[config.mk]
export PLATFORM = sky130hd
export DESIGN_NAME = modbus_rtu_response_deframer
export DESIGN_NICKNAME = d
export VERILOG_FILES = /design/src/rtl/core/mrd_pkg.sv /design/src/rtl/core/modbus_rtu_response_deframer.sv /design/src/rtl/core/mrd_crc16.sv /design/src/rtl/core/mrd_parser.sv /design/src/rtl/core/mrd_out_reg.sv
export SDC_FILE = /design/constraint.sdc
export NUM_CORES = 1
export LEC_CHECK = 0
export BUFFER_PORTS_ARGS = -buffer_cell sky130_fd_sc_hd__clkbuf_2
export CAP_MARGIN = 20
export CELL_PAD_IN_SITES_DETAIL_PLACEMENT = 0
export CELL_PAD_IN_SITES_GLOBAL_PLACEMENT = 1
export CORE_AREA = 2 2 130 132
export CTS_BUF_LIST = sky130_fd_sc_hd__clkbuf_8
export DETAILED_ROUTE_END_ITERATION = 7
export DIE_AREA = 0 0 132 134
export HOLD_SLACK_MARGIN = 0.15
export PLACE_DENSITY_LB_ADDON = 0.1
export SLEW_MARGIN = 10
export SYNTH_ARGS = -nofsm -noshare
export SYNTH_HDL_FRONTEND = slang
export SYNTH_SLANG_ARGS = --single-unit
[constraint.sdc]
create_clock -name clock -period 7.15 [get_ports clock]
set_input_delay 0.715 -clock clock [delete_from_list [all_inputs] [get_ports clock]]
set_output_delay 0.715 -clock clock [all_outputs]
set_load 0.005 [all_outputs]
[src/rtl/core/mrd_pkg.sv]
// ----------------------------------------------------------------------------
// mrd_pkg
// Shared types and constants for the Modbus RTU response deframer.
// ----------------------------------------------------------------------------
package mrd_pkg;

   localparam int MAX_FRAME_DEF = 256;

   localparam int BYTE_W   = 8;
   localparam int LEN_W    = 9;
   localparam int CRC_W    = 16;
   localparam int RSP_W    = 32;

   localparam logic [CRC_W-1:0]  CRC_INIT       = 16'hFFFF;
   localparam logic [CRC_W-1:0]  CRC_POLY       = 16'hA001;
   localparam logic [BYTE_W-1:0] FC_COUNT_LIMIT = 8'h05;
   localparam int                FC_EXC_BIT     = 7;
   localparam logic [BYTE_W-1:0] ADDR_FIELD_LEN = 8'd2;
   localparam logic [BYTE_W-1:0] SLAVE_ADDR_RST = 8'd1;

   // req_tuser codes
   localparam logic ACT_BYTE   = 1'b0;
   localparam logic ACT_RESYNC = 1'b1;

   typedef enum logic [2:0] {
      ST_NONE      = 3'd0,
      ST_ACCEPTED  = 3'd1,
      ST_EXCEPTION = 3'd2,
      ST_CRC_ERROR = 3'd3,
      ST_OVERFLOW  = 3'd4
   } status_type;

   typedef struct packed {
      logic [BYTE_W-1:0] byte_echo;
      logic [BYTE_W-1:0] byte_position;
      logic              in_frame;
      status_type        frame_status;
      logic [LEN_W-1:0]  frame_length;
   } result_type;

endpackage

[src/rtl/core/modbus_rtu_response_deframer.sv]
// ----------------------------------------------------------------------------
// modbus_rtu_response_deframer
// Byte-stream deframer for Modbus RTU responses with CRC-16/MODBUS check.
// ----------------------------------------------------------------------------
// One received byte is taken per clock when the result register is free and
// produces exactly one result beat, which appears in the result register in
// the cycle after the byte is accepted. Throughput is one byte per cycle
// whenever the result side keeps up; the rate is set by the combinational
// parser step and 8-bit CRC update that sit between the parser state
// registers and the result register. A stalled result side holds off new
// bytes only while the result register is full. slave_address resets to 1
// and should be written only while no byte is in flight.
module modbus_rtu_response_deframer #(
   parameter int MAX_FRAME = mrd_pkg::MAX_FRAME_DEF
) (
   input  logic        clock,
   input  logic        reset,
   // config: slave_address
   input  logic        csr_valid,
   output logic        csr_ready,
   input  logic [7:0]  csr_data,
   // request stream
   input  logic        req_tvalid,
   output logic        req_tready,
   input  logic [7:0]  req_tdata,   // [7:0] rx_byte
   input  logic        req_tuser,   // [0] action (1 = resync)
   // response stream
   output logic        rsp_tvalid,
   input  logic        rsp_tready,
   output logic [31:0] rsp_tdata    // [7:0] byte_echo, [15:8] byte_position,
                                    // [16] in_frame, [19:17] frame_status,
                                    // [28:20] frame_length, [31:29] zero
);
   import mrd_pkg::*;

   logic [7:0]  slave_address_ff;
   logic        accept;
   logic        free;
   result_type  result;

   assign csr_ready = 1'b1;

   always_ff @(posedge clock) begin
      if (reset) begin
         slave_address_ff <= SLAVE_ADDR_RST;
      end else if (csr_valid && csr_ready) begin
         slave_address_ff <= csr_data;
      end
   end

   assign req_tready    = free;
   assign accept        = req_tvalid && free;

   mrd_parser #(
      .MAX_FRAME (MAX_FRAME)
   ) u_parser (
      .clock         (clock),
      .reset         (reset),
      .beat_accept   (accept),
      .action        (req_tuser),
      .rx_byte       (req_tdata),
      .slave_address (slave_address_ff),
      .result        (result)
   );

   mrd_out_reg u_out (
      .clock      (clock),
      .reset      (reset),
      .load       (accept),
      .result     (result),
      .free       (free),
      .rsp_tvalid (rsp_tvalid),
      .rsp_tready (rsp_tready),
      .rsp_tdata  (rsp_tdata)
   );

`ifndef SYNTHESIS
   a_no_overwrite: assert property (@(posedge clock) disable iff (reset)
      (req_tvalid && req_tready) |-> (!rsp_tvalid || rsp_tready))
      else $error("result overwritten while stalled");

   a_resync_zero: assert property (@(posedge clock) disable iff (reset)
      (req_tvalid && req_tready && (req_tuser == ACT_RESYNC))
         |=> (rsp_tvalid && (rsp_tdata == 32'd0)))
      else $error("resync result not all zero");

   a_done_len: assert property (@(posedge clock) disable iff (reset)
      (rsp_tvalid && ((rsp_tdata[19:17] == ST_ACCEPTED)
                   || (rsp_tdata[19:17] == ST_EXCEPTION)
                   || (rsp_tdata[19:17] == ST_CRC_ERROR)))
         |-> (rsp_tdata[16] && (rsp_tdata[28:20] != 9'd0)))
      else $error("completed frame without length");

   a_pos_unkept: assert property (@(posedge clock) disable iff (reset)
      (rsp_tvalid && !rsp_tdata[16]) |-> (rsp_tdata[15:8] == 8'd0))
      else $error("position set on byte outside a frame");
`endif

endmodule

[src/rtl/core/mrd_crc16.sv]
// ----------------------------------------------------------------------------
// mrd_crc16
// One-byte update of CRC-16/MODBUS (reflected, poly 0xA001).
// ----------------------------------------------------------------------------
module mrd_crc16 (
   input  logic [15:0] crc_in,
   input  logic [7:0]  data_in,
   output logic [15:0] crc_out
);
   import mrd_pkg::*;

   always_comb begin
      logic [CRC_W-1:0] c;
      c = crc_in ^ {8'h00, data_in};
      for (int i = 0; i < 8; i++) begin
         if (c[0]) begin
            c = (c >> 1) ^ CRC_POLY;
         end else begin
            c = c >> 1;
         end
      end
      crc_out = c;
   end

endmodule

[src/rtl/core/mrd_parser.sv]
// ----------------------------------------------------------------------------
// mrd_parser
// Frame parser state and per-byte step; result is combinational off state and inputs.
// ----------------------------------------------------------------------------
module mrd_parser #(
   parameter int MAX_FRAME = mrd_pkg::MAX_FRAME_DEF
) (
   input  logic               clock,
   input  logic               reset,
   input  logic               beat_accept,
   input  logic               action,
   input  logic [7:0]         rx_byte,
   input  logic [7:0]         slave_address,
   output mrd_pkg::result_type result
);
   import mrd_pkg::*;

   localparam int CNT_W = $clog2(MAX_FRAME + 1);

   typedef enum logic [2:0] {
      PH_HUNT  = 3'd0,
      PH_FUNC  = 3'd1,
      PH_COUNT = 3'd2,
      PH_ADDR  = 3'd3,
      PH_DATA  = 3'd4,
      PH_CRC   = 3'd5
   } phase_type;

   phase_type         phase_ff, phase_in;
   logic [CNT_W-1:0]  count_ff, count_in;
   logic [7:0]        pcnt_ff, pcnt_in;
   logic [7:0]        dlen_ff, dlen_in;
   logic [CRC_W-1:0]  crc_ff, crc_in;
   logic [7:0]        crc_lo_ff, crc_lo_in;
   logic [7:0]        func_ff, func_in;

   logic              ovf;
   phase_type         ph_e;
   logic [CNT_W-1:0]  pos;
   logic [7:0]        pcnt_e, pcnt_inc, dlen_e, crc_lo_e, func_e;
   logic [CRC_W-1:0]  crc_e, crc_upd;
   logic              kept, done;
   status_type        status;
   logic [LEN_W-1:0]  pos9;

   // an overflowing byte first drops the frame, then is parsed from hunt
   assign ovf      = (phase_ff != PH_HUNT) && (count_ff >= CNT_W'(MAX_FRAME));
   assign ph_e     = ovf ? PH_HUNT : phase_ff;
   assign pos      = ovf ? '0 : count_ff;
   assign pcnt_e   = ovf ? '0 : pcnt_ff;
   assign dlen_e   = ovf ? '0 : dlen_ff;
   assign crc_lo_e = ovf ? '0 : crc_lo_ff;
   assign func_e   = ovf ? '0 : func_ff;
   assign crc_e    = ovf ? CRC_INIT : crc_ff;
   assign pcnt_inc = pcnt_e + 8'd1;
   assign pos9     = LEN_W'(pos);

   mrd_crc16 u_crc (
      .crc_in  (crc_e),
      .data_in (rx_byte),
      .crc_out (crc_upd)
   );

   always_comb begin
      phase_in  = ph_e;
      pcnt_in   = pcnt_e;
      dlen_in   = dlen_e;
      crc_in    = crc_e;
      crc_lo_in = crc_lo_e;
      func_in   = func_e;
      kept      = 1'b1;
      done      = 1'b0;
      status    = ovf ? ST_OVERFLOW : ST_NONE;

      case (ph_e)
         PH_FUNC: begin
            func_in  = rx_byte;
            crc_in   = crc_upd;
            pcnt_in  = '0;
            phase_in = (rx_byte < FC_COUNT_LIMIT) ? PH_COUNT : PH_ADDR;
         end
         PH_COUNT: begin
            dlen_in  = rx_byte;
            crc_in   = crc_upd;
            pcnt_in  = '0;
            phase_in = (rx_byte == 8'd0) ? PH_CRC : PH_DATA;
         end
         PH_ADDR: begin
            crc_in  = crc_upd;
            pcnt_in = pcnt_inc;
            if (pcnt_inc == ADDR_FIELD_LEN) begin
               dlen_in  = ADDR_FIELD_LEN;
               pcnt_in  = '0;
               phase_in = PH_DATA;
            end
         end
         PH_DATA: begin
            crc_in  = crc_upd;
            pcnt_in = pcnt_inc;
            if (pcnt_inc == dlen_e) begin
               pcnt_in  = '0;
               phase_in = PH_CRC;
            end
         end
         PH_CRC: begin
            if (pcnt_e == 8'd0) begin
               crc_lo_in = rx_byte;
               pcnt_in   = 8'd1;
            end else begin
               done = 1'b1;
               if (func_e[FC_EXC_BIT]) begin
                  status = ST_EXCEPTION;
               end else if ({rx_byte, crc_lo_e} == crc_e) begin
                  status = ST_ACCEPTED;
               end else begin
                  status = ST_CRC_ERROR;
               end
            end
         end
         default: begin
            if (rx_byte == slave_address) begin
               crc_in   = crc_upd;
               phase_in = PH_FUNC;
            end else begin
               kept = 1'b0;
            end
         end
      endcase

      count_in = kept ? (pos + CNT_W'(1)) : pos;

      if (done || (action == ACT_RESYNC)) begin
         phase_in  = PH_HUNT;
         count_in  = '0;
         pcnt_in   = '0;
         dlen_in   = '0;
         crc_in    = CRC_INIT;
         crc_lo_in = '0;
         func_in   = '0;
      end

      if (action == ACT_RESYNC) begin
         result = '0;
      end else begin
         result.byte_echo     = rx_byte;
         result.byte_position = kept ? pos9[7:0] : 8'd0;
         result.in_frame      = kept;
         result.frame_status  = status;
         result.frame_length  = done ? (pos9 + LEN_W'(1)) : '0;
      end
   end

   always_ff @(posedge clock) begin
      if (reset) begin
         phase_ff  <= PH_HUNT;
         count_ff  <= '0;
         pcnt_ff   <= '0;
         dlen_ff   <= '0;
         crc_ff    <= CRC_INIT;
         crc_lo_ff <= '0;
         func_ff   <= '0;
      end else if (beat_accept) begin
         phase_ff  <= phase_in;
         count_ff  <= count_in;
         pcnt_ff   <= pcnt_in;
         dlen_ff   <= dlen_in;
         crc_ff    <= crc_in;
         crc_lo_ff <= crc_lo_in;
         func_ff   <= func_in;
      end
   end

endmodule

[src/rtl/core/mrd_out_reg.sv]
// ----------------------------------------------------------------------------
// mrd_out_reg
// Result register with stream handshake; packs the result beat.
// ----------------------------------------------------------------------------
module mrd_out_reg (
   input  logic                clock,
   input  logic                reset,
   input  logic                load,
   input  mrd_pkg::result_type result,
   output logic                free,
   output logic                rsp_tvalid,
   input  logic                rsp_tready,
   output logic [31:0]         rsp_tdata
);
   import mrd_pkg::*;

   logic              valid_ff;
   logic [RSP_W-1:0]  data_ff, data_in;

   // taking a new beat is fine as long as the held one leaves this cycle
   assign free = !valid_ff || rsp_tready;

   assign data_in = {3'b000,
                     result.frame_length,
                     result.frame_status,
                     result.in_frame,
                     result.byte_position,
                     result.byte_echo};

   always_ff @(posedge clock) begin
      if (reset) begin
         valid_ff <= 1'b0;
      end else if (load) begin
         valid_ff <= 1'b1;
      end else if (rsp_tready) begin
         valid_ff <= 1'b0;
      end
      if (load) begin
         data_ff <= data_in;
      end
   end

   assign rsp_tvalid = valid_ff;
   assign rsp_tdata  = data_ff;

endmodule

After elaboration in Yosys (flattened, before gate mapping)
Index checks and enable logic that the tools add are counted.

storage, ports and cells
  output and inout port bits = 35
  input bits = 22
  flip-flop bits (word level) = 91
  word-level logic and storage cells = 101

cells by class
  equal/unequal tests = 9
  $lt $le $gt $ge = 2
  $add $sub $neg = 2
  reductions and logical operators = 14
  mux-type cells = 51
  bitwise logic cells = 11

operator list
  kind                                                        count
  2-to-1 mux 16 bit                                           11
  2-to-1 mux 8 bit                                            15
  one-hot mux 16 bit (2 select lines)                         1
  one-hot mux 8 bit (4 select lines)                          1
  2-to-1 mux 3 bit                                            9
  2-to-1 mux 9 bit                                            3
  NOT 2 -> 3 bit                                              8
  == test 16 bit                                              1
  == test 8 bit                                               2
  zero test 8 bit                                             2
  one-hot mux 8 bit (2 select lines)                          1
  XOR 16 x 8 -> 16 bit                                        1
  one-hot mux 3 bit (5 select lines)                          1
  adder 9 x 1 -> 9 bit, second input constant                 1
  greater-or-equal comparator 9 bit, second input constant    1
  adder 8 x 1 -> 8 bit, second input constant                 1
  == test 8 x 2 -> 1 bit, second input constant               1
  less-than comparator 8 x 3 -> 1 bit, second input constant  1
  2-to-1 mux 1 bit                                            8
  == test 3 x 2 -> 1 bit, second input constant               2
  == test 3 bit, second input constant                        2
  OR reduction 2 bit                                          3
  OR reduction 5 bit                                          1
  OR reduction 4 bit                                          1
  8 further kinds                                             11

Longest topological paths before layout
Gate-level depths: netlist of the first run.

  word-level depth = 23
  depth in mapped cells = 14
  mapped depth without buffers = 10

By module
A second synthesis of the first run with hierarchy kept.

second synthesis, totals
  cells, all modules = 569
  area total of the unflattened synthesis = 5285.1 um2

by module, submodules not included
  module                        cells an instance  seq. area each (um2)  times used  area an instance (um2)
  mrd_parser                    474                1061.0                1           3749.8
  mrd_out_reg                   37                 890.9                 1           943.4
  modbus_rtu_response_deframer  29                 160.2                 1           307.8
  mrd_crc16                     29                 0.0                   1           284.0

Worst setup path before layout of the first run
No wires, ideal clock.

  kind = flip-flop to flip-flop
  start point = register u_parser.phase_ff[0]
  end point = register u_parser.pcnt_ff[2]
  data required time = 7.011 ns
  setup time = 0.139 ns
  slack = 3.833 ns
  arrival = 3.179 ns
  clock period less this slack = 3.317 ns
  cell stages (with the launch flop) = 15
  path through = dfxtp_1 > clkbuf_1 > o31ai_2 > clkbuf_1 > clkbuf_1 > nand2_1 > inv_1 > ha_1 > clkbuf_1 > nand3_1 > xnor2_1 > nor3_1 > nand4_1 > o21ai_0 > o211ai_1

between the ends
  word-level cells in the longest chain between the ends = 8
  elaborated cells between the ends (all ways) = 23

ends and longest elaborated chain
  item                                                                    line                                 source
  start, declared                                                         mrd_parser.sv:29                     phase_type phase_ff, phase_in;
  start signal, assigned                                                  mrd_parser.sv:163                    phase_ff <= phase_in;
  nonzero test 3 bit                                                      mrd_parser.sv:47                     assign ovf = (phase_ff != PH_HUNT) && (count_ff >= CNT_W'(MAX_FRAME));
  logical AND 1 bit                                                       mrd_parser.sv:47
  2-to-1 mux 8 bit                                                        mrd_parser.sv:50                     assign pcnt_e = ovf ? '0 : pcnt_ff;
  adder 8 x 1 -> 8 bit or zero test 8 bit (tied branches)                 mrd_parser.sv:55, mrd_parser.sv:106
  == test 8 bit, or another cell as far along                             mrd_parser.sv:100                    if (pcnt_inc == dlen_e) begin
  2-to-1 mux 8 bit, or another cell as far along                          mrd_parser.sv:100
  one-hot mux 8 bit (4 select lines) or logical OR 1 bit (tied branches)  mrd_parser.sv:75, mrd_parser.sv:132
  2-to-1 mux 8 bit (*)                                                    mrd_parser.sv:132                    if (done || (action == ACT_RESYNC)) begin
  end signal, assigned                                                    mrd_parser.sv:165                    pcnt_ff <= pcnt_in;
  end, declared                                                           mrd_parser.sv:31                     logic [7:0] pcnt_ff, pcnt_in;

Every way passes the cells marked *; elsewhere a longest branch is shown, timed or not.
A chain may end at the register's enable or synchronous reset.

Worst setup path in the final report of the first run
  start point = register u_parser.phase_ff[0]
  end point = register u_parser.crc_ff[0]

between the ends
  word-level cells in the longest chain between the ends = 16
  elaborated cells between the ends (all ways) = 35

ends and longest elaborated chain
  item                                                                  line               source
  nonzero test 3 bit                                                    mrd_parser.sv:47
  logical AND 1 bit                                                     mrd_parser.sv:47
  2-to-1 mux 16 bit                                                     mrd_parser.sv:54   assign crc_e = ovf ? CRC_INIT : crc_ff;
  XOR 16 x 8 -> 16 bit                                                  mrd_crc16.sv:14    c = crc_in ^ {8'h00, data_in};
  2-to-1 mux 16 bit or NOT 2 -> 3 bit (tied branches) (7 in series)     n/a
  NOT 2 -> 3 bit (no source line) or 2-to-1 mux 16 bit (tied branches)  n/a
  2-to-1 mux 16 bit                                                     mrd_crc16.sv:16    if (c[0]) begin
  2-to-1 mux 16 bit                                                     mrd_parser.sv:121  if (rx_byte == slave_address) begin
  one-hot mux 16 bit (2 select lines)                                   mrd_parser.sv:75   case (ph_e)
  2-to-1 mux 16 bit (*)                                                 mrd_parser.sv:132
  end signal, assigned                                                  mrd_parser.sv:167  crc_ff <= crc_in;
  end, declared                                                         mrd_parser.sv:33   logic [CRC_W-1:0] crc_ff, crc_in;

Marked as above.

==> qor.csv, run 1 <==
stage;metric;value;unit
outcome;outcome;completed;
timing;finalHoldViolations;0;
global_route;grt_first_pass_wirelength;27480;um
critical_path;cp_capture_type;register;
place;placed_cells;881;
power;pwr_density_cell;165.7;mW/mm^2
place;number_of_buffer_cells_added_on_primary_ports;52;
synthesis;postSynth.topFlopCell;dfxtp_1;
clock_tree;cts_tree;yes;
timing;period_needed;3.739;ns
min_path;holdPathStages;2;
min_path;hold_path.startpoint;u_parser.crc_lo_ff[4]$_SDFFE_PP0P_;
global_route;globalRouteTotalUtil;19.91;%
detailed_routing;drt-initial-drc-count;507;
timing;final.setup.tns;0;ns
critical_path;worstPathMaxFanout;26;
synthesis;synthCells;659;
finish;diodes;0;
min_path;holdCritPathClass;reg2reg;
clock_tree;hold_bufs_inserted_after_cts;0;
timing;drv_slew;0;
synthesis;sequential_area_share_after_synthesis;37.80;%
synthesis;netlist_area;0.005588;mm^2
global_route;antenna_found_initial;0;
floorplanning;core.rowCount;47;
power;p_leak;2.187;nW
global_route;grt-ovfl-total;0;
place;placedInstanceArea;0.005927;mm^2
critical_path;r2r_start;u_parser.phase_ff[0]$_SDFFE_PP0P_;
floorplanning;die_w;132;um
clock_tree;cts-htree-levels;3;
finish;final_core_util;37.52;%
clock_tree;cts.sink_count;91;
critical_path;critical_path_required;7.39;ns
synthesis;synth-edff-count;29;
critical_path;path_class;reg2reg;
clock_tree;cts.reportedPaths.clkPinSlew;0.10;ns
critical_path;path_delay_family;compound AO/OA/AOI/OAI gates;
finish;nets;698;
clock_tree;post_cts_resize_count;0;
power;ir_worst_vdd;0.1075;mV
synthesis;ys_ff_latch;91;
critical_path;startpoint_type;register;
timing;report.final.setup_viol;0;
floorplanning;die_area;0.01769;mm^2
critical_path;worstPathCellList;o31ai_4 -> nand2_1 -> ha_1 -> inv_1 -> o31a_1 -> nor3_2 -> o211ai_1 -> a211oi_1 -> a41oi_1;
timing;clock.fmax;267.4;MHz
job;drv_cap;0;
critical_path;critical_path.max_stage_delay;0.97;ns
detailed_routing;viasPerCell;5.445;
floorplanning;height_of_the_die;134;um
floorplanning;initial_core_util;34.30;%
timing;rsz_0062_raised_after_global_routing;no;
synthesis;avgSynthCellArea;8.479;um^2
detailed_routing;drt_drc_violations_left;0;
min_path;worst_hold_path.endpoint;u_parser.crc_lo_ff[4]$_SDFFE_PP0P_;
floorplanning;io_pins;57;
critical_path;rr_worst_depth;9;
finish;finalInstanceArea;0.006112;mm^2
detailed_routing;detailroute.via_count;4884;
detailed_routing;avgRoutedWirePerCell;19.34;um
clock_tree;cts_post_setup_buffers_inserted;0;
global_route;grt_start_max_net_pins;39;
timing;post_route_worst_setup_slack;3.411;ns
global_route;first_global_vias;4828;
timing;slew-limit-headroom;35.70;%
synthesis;synth.lib_cells_used.distinct;71;
clock_tree;cts_inserted_buffers;9;
timing;finalClockSkew;0.01689;ns
clock_tree;largest_buffer_count_on_any_clock_path;2;
clock_tree;clk_root_buffer_cell;clkbuf_8;
critical_path;path_buf_inv;1;
finish;final_cell_count_no_fill;897;
critical_path;critical_path.slowest_cell;dfxtp_1;
clock_tree;clock_insertion_delay_worst_skew;0.39;ns
synthesis;synth-warning-count;0;
critical_path;slack_of_the_worst_reg_to_reg_path;3.41;ns
detailed_routing;drt_pass1_iterations;5;
floorplanning;design.core.area;0.01629;mm^2
timing;transition_time_at_the_pin_with_the_least_slew_margin;0.9632;ns
place;gp_congestion;0.8333;
detailed_routing;antenna_violating_nets_post_route;0;
timing;final.period_utilization;52.30;%
place;detailed_place_hpwl;11980;um
critical_path;regToRegEndpoint;u_parser.crc_ff[0]$_SDFFE_PP1P_;
finish;layout_area_growth_over_synthesis;9.382;%
place;place_ws;3.493;ns
detailed_routing;finalWirelength;17350;um
synthesis;synthArstFlopShare;0;%
finish;fraction_of_layout_instances_using_a_drive_strength_above_1;13.15;%
critical_path;critPathArrivalTime;3.98;ns
-- sequential cells by signal, indices dropped and copies added, names as in the netlist --
register / count
u_parser.func_ff: 1
u_out.rsp_tdata: 29
u_out.rsp_tvalid: 1
u_parser.crc_ff: 16
u_parser.phase_ff: 3
u_parser.count_ff: 9
u_parser.pcnt_ff: 8
u_parser.dlen_ff: 8
u_parser.crc_lo_ff: 8
slave_address_ff: 8
-- layout by cell type (no fill, tap or decap), drive strengths merged, types with 13 or more instances in the layout --
master and count:
xor2 13, edfxtp 29, xnor2 53, inv 18, clkbuf 61, nand2 65
nor2 62, dfxtp 62, nand3 25, nor3 13, o21ai 46, a21oi 42
-- worst max-delay path by stage --
stage	start	to	cells after the start	slack (ns)
finish	u_parser.phase_ff[0]$_SDFFE_PP0P_	u_parser.crc_ff[0]$_SDFFE_PP1P_	9	3.41
detailed placement	u_parser.phase_ff[0]$_SDFFE_PP0P_	u_parser.pcnt_ff[2]$_SDFFE_PP0P_	10	3.49
global route	u_parser.phase_ff[0]$_SDFFE_PP0P_	u_parser.pcnt_ff[6]$_SDFFE_PP0P_	10	3.15
global placement	u_parser.phase_ff[0]$_SDFFE_PP0P_	u_parser.pcnt_ff[2]$_SDFFE_PP0P_	10	3.48
floorplan	u_parser.phase_ff[0]$_SDFFE_PP0P_	u_parser.pcnt_ff[2]$_SDFFE_PP0P_	14	3.83
CTS	u_parser.phase_ff[0]$_SDFFE_PP0P_	u_parser.pcnt_ff[2]$_SDFFE_PP0P_	10	3.47
-- Yosys cell counts (all sizes together), types with 4 or more instances --
cell     count  area share (%)
a31oi        5            0.56
clkbuf      44             3.0
a21o         5            0.67
nor2b        8            0.90
o22ai       11             1.2
nor4         4            0.45
a21oi       42             3.8
nor2        62             4.4
ha           4            0.90
mux2i        9             1.6
nor3b        7            0.94
nand2       65             4.4
or2          4            0.45
and3        10             1.1
a22oi        6            0.81
nand3       25             2.3
o21ai       46             4.1
o31ai        5            0.76
o21a         4            0.54
a211oi       4            0.72
a32oi       11             1.7
nor3        13             1.3
o2bb2ai      7             1.1
buf         15             1.8
inv         16             1.1
xor2        13             2.0
dfxtp       62              22
edfxtp      29              16
xnor2       53             8.3
nand4       11             1.2
-- through the flow --
step                total power [mW]  hold slack [ns]
global placement              0.6668           0.4546
CTS                            1.026           0.4722
global route                   1.053           0.4987
finish                         1.013           0.4706
floorplan                     0.6345           0.4478
detailed placement            0.6680           0.4582
-- layer usage --
metal / global-route usage [%] / vias to the layer above / part of all wire (%)
li1: - / 2378 / -
met1: 27.87 / 2340 / 48
met2: 32.15 / 149 / 45
met3: 2.683 / 17 / 5.7
met4: 5.857 / 0 / 1.2
met5: 0 / - / 0
-- logic make-up (layout without fill, tap and decap cells) --
family	Yosys count	in the layout	synth area share (%)
AO/OA/AOI/OAI	177	177	20.94
XOR/XNOR	71	71	12.40
adder cells (fa/ha/maj)	4	4	0.8957
buffers and inverters	76	92	5.889
flip-flops	91	91	37.80
multiplexers	9	9	1.612
other	2	4	0.1344
AND/OR/NAND/NOR	229	229	20.33
-- report_power, final --
part	internal, mW	leakage [nW]	switching [mW]
clock network	0.158	0.0953	0.200
logic	0.0395	1.30	0.0671
registers	0.544	0.793	0.00435
-- worst reg2reg max path, stage by stage, from the launching register on --
cell	delay [ns]
dfxtp_1	0.97
o31ai_4	0.18
nand2_1	0.16
ha_1	0.18
inv_1	0.05
o31a_1	0.38
nor3_2	0.64
o211ai_1	0.59
a211oi_1	0.38
a41oi_1	0.07
-- cell type report --
class                   count  area, um^2
fillers                  1704       10180
repair buffers             59       312.8
flip-flops and latches     91        2112
inverters                  17       63.81
clock buffers               9       123.9
well taps                 220       275.3
multi-input cells         494        3163
clock inverters             7       61.31
No activity file was read; power rests on OpenSTA's default activity.
==> run 2: changes to the inputs <==
Settings changed: ABC_AREA from default to 1, CORE_AREA 2 2 130 132 to 2 2 131 133, DIE_AREA 0 0 132 134 to 0 0 133 135.
Clock period 7.15 ns to 3 ns, I/O delays scaled along.
==> qor.csv, run 2 <==
stage;metric;value;unit;change
power;ir_worst_vdd;0.1714;mV;was 0.1075 mV
global_route;grt_start_max_net_pins;46;;was 39
place;gp_congestion;0.8995;;was 0.8333
critical_path;slack_of_the_worst_reg_to_reg_path;0.23;ns;was 3.41 ns
finish;layout_area_growth_over_synthesis;12.33;%;was 9.382%
power;p_leak;2.752;nW;was 2.187 nW
critical_path;r2r_start;u_parser.phase_ff[0]$_SDFFE_PP0P_;;unchanged
synthesis;postSynth.topFlopCell;dfxtp_1;;unchanged
critical_path;regToRegEndpoint;u_parser.crc_ff[11]$_SDFFE_PP1P_;;was u_parser.crc_ff[0]$_SDFFE_PP1P_
clock_tree;cts.reportedPaths.clkPinSlew;0.10;ns;about the same
synthesis;sequential_area_share_after_synthesis;36.90;%;was 37.80%
synthesis;yosys.area.top_type_share;21.69;%;was 22.21%
critical_path;startpoint_type;register;;unchanged
clock_tree;cts.sink_count;91;;unchanged
global_route;globalRouteTotalUtil;21.15;%;was 19.91%
synthesis;synthCells;867;;was 659
critical_path;worstPathCellList;nor2_1 -> nand2_1 -> nand2_2 -> inv_2 -> nor2_1 -> nand2_1 -> nor2_4 -> inv_2 -> nor2_4 -> nor2_8 -> inv_2 -> nor2_4 -> buf_4 -> o21ai_0 -> a21oi_1 -> o21ai_1;;was o31ai_4 -> nand2_1 -> ha_1 -> inv_1 -> o31a_1 -> nor3_2 -> o211ai_1 -> a211oi_1 -> a41oi_1
global_route;first_global_vias;5403;;was 4828
synthesis;synth.top_cells.by_count;nand2_1, inv_1, nor2_1;;was nand2_1, dfxtp_1, nor2_1
detailed_routing;detailroute.via_count;5748;;was 4884
clock_tree;cts_inserted_buffers;9;;unchanged
floorplanning;io_pins;57;;unchanged
global_route;grt-ovfl-total;0;;unchanged
synthesis;netlist.top_cell.by_area;dfxtp_1;;unchanged
timing;final.period_utilization;92.42;%;was 52.30%
floorplanning;die_w;133;um;was 132 um
synthesis;netlist_area;0.005723;mm^2;was 0.005588 mm^2
synthesis;synth-edff-count;29;;unchanged
synthesis;synth-warning-count;0;;unchanged
detailed_routing;finalWirelength;18700;um;was 17350 um
min_path;hold_path.startpoint;csr_data[6];;was u_parser.crc_lo_ff[4]$_SDFFE_PP0P_
critical_path;path_buf_inv;4;;was 1
timing;final.setup.tns;0;ns;unchanged
timing;fin_hold_ws;0.1820;ns;was 0.4706 ns
clock_tree;cts-htree-levels;3;;unchanged
finish;diodes;0;;unchanged
finish;number_of_flip_flops_under_the_largest_register_name;29;;unchanged
timing;finalHoldViolations;0;;unchanged
place;detailed_place_hpwl;13800;um;was 11980 um
timing;rsz_0062_raised_after_global_routing;yes;;was no
critical_path;critical_path_required;3.26;ns;was 7.39 ns
timing;drv_slew;0;;unchanged
critical_path;critical_path.slowest_cell;dfxtp_1;;unchanged
timing;finalClockSkew;0.01155;ns;was 0.01689 ns
critical_path;path_class;reg2reg;;unchanged
synthesis;synth_most_common_cell;nand2_1;;unchanged
finish;fillerInstances;1819;;was 1704
power;pwr_density_cell;387.9;mW/mm^2;was 165.7 mW/mm^2
synthesis;avgSynthCellArea;6.601;um^2;was 8.479 um^2
critical_path;number_of_gates_on_the_worst_path_with_buffers_counted;16;;was 9
critical_path;cp_capture_type;register;;unchanged
detailed_routing;drt-initial-drc-count;362;;was 507
place;number_of_buffer_cells_added_on_primary_ports;52;;unchanged
synthesis;synthArstFlopShare;0;%;unchanged
critical_path;worstPathMaxFanout;23;;was 26
critical_path;critPathArrivalTime;3.03;ns;was 3.98 ns
critical_path;rr_worst_depth;16;;was 9
synthesis;synth.area.top_cells;dfxtp_1, nand2_1, edfxtp_1, a21oi_1, inv_1;;was dfxtp_1, edfxtp_1, xnor2_1, nand2_1, nor2_1
job;drv_cap;0;;unchanged
critical_path;critical_path.max_stage_delay;0.45;ns;was 0.97 ns
detailed_routing;drt_drc_violations_left;0;;unchanged
timing;transition_time_at_the_pin_with_the_least_slew_margin;0.5570;ns;was 0.9632 ns
finish;fraction_of_layout_instances_using_a_drive_strength_above_1;12.96;%;was 13.15%
detailed_routing;antenna_violating_nets_post_route;0;;unchanged
global_route;grt_first_pass_wirelength;29480;um;was 27480 um
min_path;holdPathStages;3;;was 2
clock_tree;largest_buffer_count_on_any_clock_path;2;;unchanged
clock_tree;clk_root_buffer_cell;clkbuf_8;;unchanged
power;p_total;2.494;mW;was 1.013 mW
floorplanning;height_of_the_die;135;um;was 134 um
clock_tree;clock_insertion_delay_worst_skew;0.39;ns;about the same
detailed_routing;viasPerCell;5.051;;was 5.445
detailed_routing;avgRoutedWirePerCell;16.44;um;was 19.34 um
floorplanning;die_area;0.01796;mm^2;was 0.01769 mm^2
outcome;outcome;completed;;unchanged
finish;nets;939;;was 698
timing;period_needed;2.773;ns;was 3.739 ns
clock_tree;cts_tree;yes;;unchanged
global_route;antenna_found_initial;0;;unchanged
finish;commonest_cells_after_routing_fill_and_taps_aside;nand2_1, inv_1, nor2_1, a21oi_1, dfxtp_1;;was nand2_1, dfxtp_1, nor2_1, xnor2_1, clkbuf_2
finish;layout.cells.most_common;nand2_1;;unchanged
floorplanning;initial_core_util;34.88;%;was 34.30%
synthesis;synth.lib_cells_used.distinct;43;;was 71
timing;slew-limit-headroom;62.87;%;was 35.70%
timing;report.final.setup_viol;0;;unchanged
timing;clock.fmax;360.7;MHz;was 267.4 MHz
floorplanning;design.core.area;0.01641;mm^2;was 0.01629 mm^2
min_path;worst_hold_path.endpoint;slave_address_ff[6]$_SDFFE_PP0P_;;was u_parser.crc_lo_ff[4]$_SDFFE_PP0P_
detailed_routing;drt_pass1_iterations;5;;unchanged
critical_path;path_delay_family;simple AND/OR/NAND/NOR gates;;was compound AO/OA/AOI/OAI gates
floorplanning;core.rowCount;47;;unchanged
finish;final_core_util;39.18;%;was 37.52%
min_path;holdCritPathClass;in2reg;;was reg2reg
synthesis;ys_ff_latch;91;;unchanged
[run 2: cell count changes after synthesis, moves of 10 or more]
cell | before | now
nand2_1 | 65 | 256
inv_1 | 15 | 92
xnor2_1 | 53 | 4
a21oi_1 | 42 | 85
nor2_1 | 60 | 92
clkbuf_1 | 44 | 19
nand3_1 | 24 | 43
and3_1 | 10 | 0
o21ai_0 | 41 | 51
[run 2: final cells by class]
cell class | instances | area, um^2 | share of cell area (%)
multi-input cells | 639 | 3048 | 47.41
flip-flops and latches | 91 | 2112 | 32.85
repair buffers | 73 | 429.2 | 6.676
inverters | 99 | 371.6 | 5.780
well taps | 220 | 275.3 | 4.282
clock buffers | 9 | 123.9 | 1.927
clock inverters | 7 | 68.82 | 1.070
[run 2: power by group]
group          total, mW  internal, mW  switching, mW
clock              0.848         0.326          0.522
sequential          1.32          1.31         0.0136
combinational      0.326        0.0974          0.229
[run 2: repair_timing]
item,in CTS,in global routing
setup buffers,0,1
endpoints found under the hold margin,2,0
setup endpoints to repair,0,15
hold buffers,3,0
gates resized for setup,0,6
[run 2: worst max-delay path by stage]
stage                                                  from                               end  slack [ns]
final                     u_parser.phase_ff[0]$_SDFFE_PP0P_  u_parser.crc_ff[11]$_SDFFE_PP1P_        0.23
after global routing      u_parser.phase_ff[0]$_SDFFE_PP0P_  u_parser.crc_ff[11]$_SDFFE_PP1P_      -0.005
after global placement    u_parser.phase_ff[0]$_SDFFE_PP0P_  u_parser.crc_ff[15]$_SDFFE_PP1P_        0.16
after floorplan           u_parser.phase_ff[0]$_SDFFE_PP0P_  u_parser.crc_ff[13]$_SDFFE_PP1P_        0.45
after CTS                 u_parser.phase_ff[0]$_SDFFE_PP0P_  u_parser.crc_ff[15]$_SDFFE_PP1P_        0.14
after detailed placement  u_parser.phase_ff[0]$_SDFFE_PP0P_  u_parser.crc_ff[15]$_SDFFE_PP1P_        0.15
[run 2: cell families after synthesis]
kind of cell / after synthesis / synth area share, %
adders and majority gates: 4 / 0.8745
and+or+nand+nor: 439 / 32.58
xor gates and xnor gates: 13 / 1.990
other: 2 / 0.1312
buffers and inverters: 139 / 10.19
muxes: 1 / 0.1749
AOI/OAI and AO/OA: 178 / 17.16
DFF: 91 / 36.90
[run 2: worst register-to-register path, stage by stage, from the launching register on]
cell	delay, ns
dfxtp_1	0.45
nor2_1	0.08
nand2_1	0.09
nand2_2	0.09
inv_2	0.20
nor2_1	0.09
nand2_1	0.20
nor2_4	0.09
inv_2	0.24
nor2_4	0.11
nor2_8	0.13
inv_2	0.07
nor2_4	0.09
buf_4	0.32
o21ai_0	0.18
a21oi_1	0.15
o21ai_1	0.07
[run 2: per-stage QoR]
step / instance area (um^2) / setup WS, ns / instances
after global placement: 6182 / 0.1617 / 1118
final: 6429 / 0.2273 / 1138
after global routing: 6429 / -0.004894 / 1138
after detailed placement: 6182 / 0.1522 / 1118
after floorplan: 5731 / 0.4513 / 869
after CTS: 6405 / 0.1407 / 1137
[run 2: layer usage]
metal	up-vias	GRT usage [%]	routed length [um]
li1	2918	-	-
met1	2676	28.41	9024
met2	132	34.97	8566
met3	22	3.003	703
met4	0	7.228	409
met5	-	0	0
==> run 3: changes to the inputs <==
Settings changed: SKIP_CTS_REPAIR_TIMING from default to 1.
Clock period 3 ns to 3.34 ns, I/O delays scaled along.
==> qor.csv, run 3 (same netlist as run 2, synthesis figures left out) <==
stage;metric;value;unit;change
clock_tree;cts-htree-levels;3;;unchanged
detailed_routing;detailroute.via_count;5870;;was 5748
timing;finalClockSkew;0.01185;ns;was 0.01155 ns
global_route;first_global_vias;5408;;was 5403
critical_path;worstPathMaxFanout;40;;was 23
clock_tree;cts_tree;yes;;unchanged
global_route;grt-ovfl-total;0;;unchanged
critical_path;startpoint_type;register;;unchanged
detailed_routing;finalWirelength;19220;um;was 18700 um
power;p_leak;2.712;nW;was 2.752 nW
detailed_routing;drt-initial-drc-count;377;;was 362
finish;layout_area_growth_over_synthesis;11.17;%;was 12.33%
timing;period_needed;2.898;ns;was 2.773 ns
critical_path;critical_path.slowest_cell;dfxtp_1;;unchanged
global_route;globalRouteTotalUtil;22.09;%;was 21.15%
floorplanning;initial_core_util;34.88;%;unchanged
critical_path;critical_path.most_common_cell;nand2_1;;
finish;fraction_of_layout_instances_using_a_drive_strength_above_1;11.89;%;was 12.96%
detailed_routing;avgRoutedWirePerCell;17.04;um;was 16.44 um
floorplanning;io_pins;57;;unchanged
power;ir_worst_vdd;0.1548;mV;was 0.1714 mV
critical_path;path_class;reg2reg;;unchanged
job;drv_cap;0;;unchanged
place;gp_congestion;0.8946;;was 0.8995
timing;final.setup.tns;0;ns;unchanged
floorplanning;die_area;0.01796;mm^2;unchanged
finish;number_of_flip_flops_under_the_largest_register_name;29;;unchanged
timing;rsz_0062_raised_after_global_routing;no;;was yes
global_route;grt_start_max_net_pins;46;;unchanged
finish;commonest_cells_after_routing_fill_and_taps_aside;nand2_1, inv_1, nor2_1, a21oi_1, dfxtp_1;;unchanged
place;number_of_buffer_cells_added_on_primary_ports;52;;unchanged
critical_path;cp_capture_type;register;;unchanged
timing;slew-limit-headroom;33.46;%;was 62.87%
timing;drv_slew;0;;unchanged
detailed_routing;antenna_violating_nets_post_route;0;;unchanged
critical_path;critical_path.max_stage_delay;0.43;ns;was 0.45 ns
clock_tree;clk_root_buffer_cell;clkbuf_8;;unchanged
critical_path;path_delay_family;simple AND/OR/NAND/NOR gates;;unchanged
place;detailed_place_hpwl;13910;um;was 13800 um
outcome;outcome;completed;;unchanged
floorplanning;core.rowCount;47;;unchanged
detailed_routing;drt_pass1_iterations;6;;was 5
floorplanning;die_w;133;um;unchanged
min_path;holdCritPathClass;in2reg;;unchanged
finish;nets;929;;was 939
detailed_routing;drt_drc_violations_left;0;;unchanged
clock_tree;cts.sink_count;91;;unchanged
timing;clock.fmax;345.1;MHz;was 360.7 MHz
floorplanning;design.core.area;0.01641;mm^2;unchanged
clock_tree;largest_buffer_count_on_any_clock_path;2;;unchanged
clock_tree;cts.reportedPaths.clkPinSlew;0.09;ns;was 0.10 ns
finish;finalInstanceArea;0.006362;mm^2;was 0.006429 mm^2
critical_path;critical_path_required;3.62;ns;was 3.26 ns
clock_tree;clock_insertion_delay_worst_skew;0.40;ns;was 0.39 ns
detailed_routing;viasPerCell;5.204;;was 5.051
global_route;grt_first_pass_wirelength;30620;um;was 29480 um
timing;report.final.setup_viol;0;;unchanged
power;pwr_density_cell;358.5;mW/mm^2;was 387.9 mW/mm^2
finish;diodes;0;;unchanged
critical_path;path_buf_inv;2;;was 4
timing;finalHoldViolations;0;;unchanged
global_route;antenna_found_initial;0;;unchanged
critical_path;critPathArrivalTime;3.18;ns;was 3.03 ns
floorplanning;height_of_the_die;135;um;unchanged
finish;layout.area.seq;0.002112;mm^2;unchanged
finish;fillerInstances;1803;;was 1819
critical_path;worstPathCellList;nor2_1 -> nand2_1 -> nand2_2 -> buf_12 -> nand2_1 -> nor2_1 -> nand2_2 -> nand3_2 -> inv_1 -> nand2_1 -> o21ai_0 -> a21oi_1 -> o21ai_0 -> nand2_1;;was nor2_1 -> nand2_1 -> nand2_2 -> inv_2 -> nor2_1 -> nand2_1 -> nor2_4 -> inv_2 -> nor2_4 -> nor2_8 -> inv_2 -> nor2_4 -> buf_4 -> o21ai_0 -> a21oi_1 -> o21ai_1
timing;final.period_utilization;86.75;%;was 92.42%
finish;multi_input_comb_area;0.003035;mm^2;was 0.003048 mm^2
finish;layout.cells.most_common;nand2_1;;unchanged
place;placedInstanceArea;0.006162;mm^2;was 0.006182 mm^2
timing;transition_time_at_the_pin_with_the_least_slew_margin;0.9889;ns;was 0.5570 ns
clock_tree;cts_inserted_buffers;9;;unchanged
-- run 3: cell count changes in the layout (fill, tap and decap cells not counted), sizes merged --
| cell | previous run | this run |
|---|---|---|
| buf | 18 | 11 |
| bufinv | 0 | 1 |
| clkinv | 3 | 4 |
| clkinvlp | 0 | 1 |
| dlygate4sd3 | 3 | 0 |
| inv | 103 | 100 |
-- run 3: worst register-to-register path: cells and delay by family, from the launching register on --
| kind | cells | cell delay, ns |
|---|---|---|
| flip-flops | 1 | 0.43 |
| AND/OR/NAND/NOR | 9 | 1.20 |
| AO/OA/AOI/OAI | 3 | 0.50 |
| buffers and inverters | 2 | 0.65 |
-- run 3: area by class of cell --
class                   instances  area share [%]
clock inverters                 7           1.200
clock buffers                   9           1.947
flip-flops and latches         91           33.20
multi-input cells             639           47.71
inverters                      99           5.841
well taps                     220           4.326
repair buffers                 63           5.782
-- run 3: layer usage --
metal / wire length [um] / share of wire [%] / track usage [%]
met1: 8907 / 46 / 30.17
met2: 8502 / 44 / 34.37
met3: 1193 / 6.2 / 3.829
met4: 614 / 3.2 / 9.677
met5: 0 / 0 / 0
-- run 3: path summary, 6_finish.rpt --
path	from	slack [ns]	cells after the start	to
setup reg to reg	u_parser.phase_ff[0]$_SDFFE_PP0P_	0.44	14	u_parser.crc_ff[3]$_SDFFE_PP1P_
hold / removal	csr_data[0]	0.16	3	slave_address_ff[0]$_SDFFE_PP1P_
hold reg to reg	u_parser.dlen_ff[4]$_SDFFE_PP0P_	0.47	2	u_parser.dlen_ff[4]$_SDFFE_PP0P_
setup / recovery	u_parser.phase_ff[0]$_SDFFE_PP0P_	0.44	14	u_parser.crc_ff[3]$_SDFFE_PP1P_
-- run 3: per-stage QoR --
step / util, % / setup slack, ns / power [mW] / std cells / hold WS, ns
after floorplan: - / 0.7913 / 1.388 / 869 / 0.4382
after CTS: 38.78 / 0.4731 / 2.305 / 1128 / 0.1474
after global placement: 37.56 / 0.1393 / 1.501 / 1112 / 0.4519
after detailed placement: 37.56 / 0.1855 / 1.500 / 1112 / 0.4566
after global routing: 38.78 / 0.1371 / 2.386 / 1128 / 0.1975
final: 38.78 / 0.4425 / 2.281 / 1128 / 0.1600
-- run 3: power breakdown --
group          leakage, nW  switching [mW]  internal, mW
registers            0.797          0.0123          1.17
clock network       0.0974           0.455         0.350
logic                 1.82           0.206        0.0850
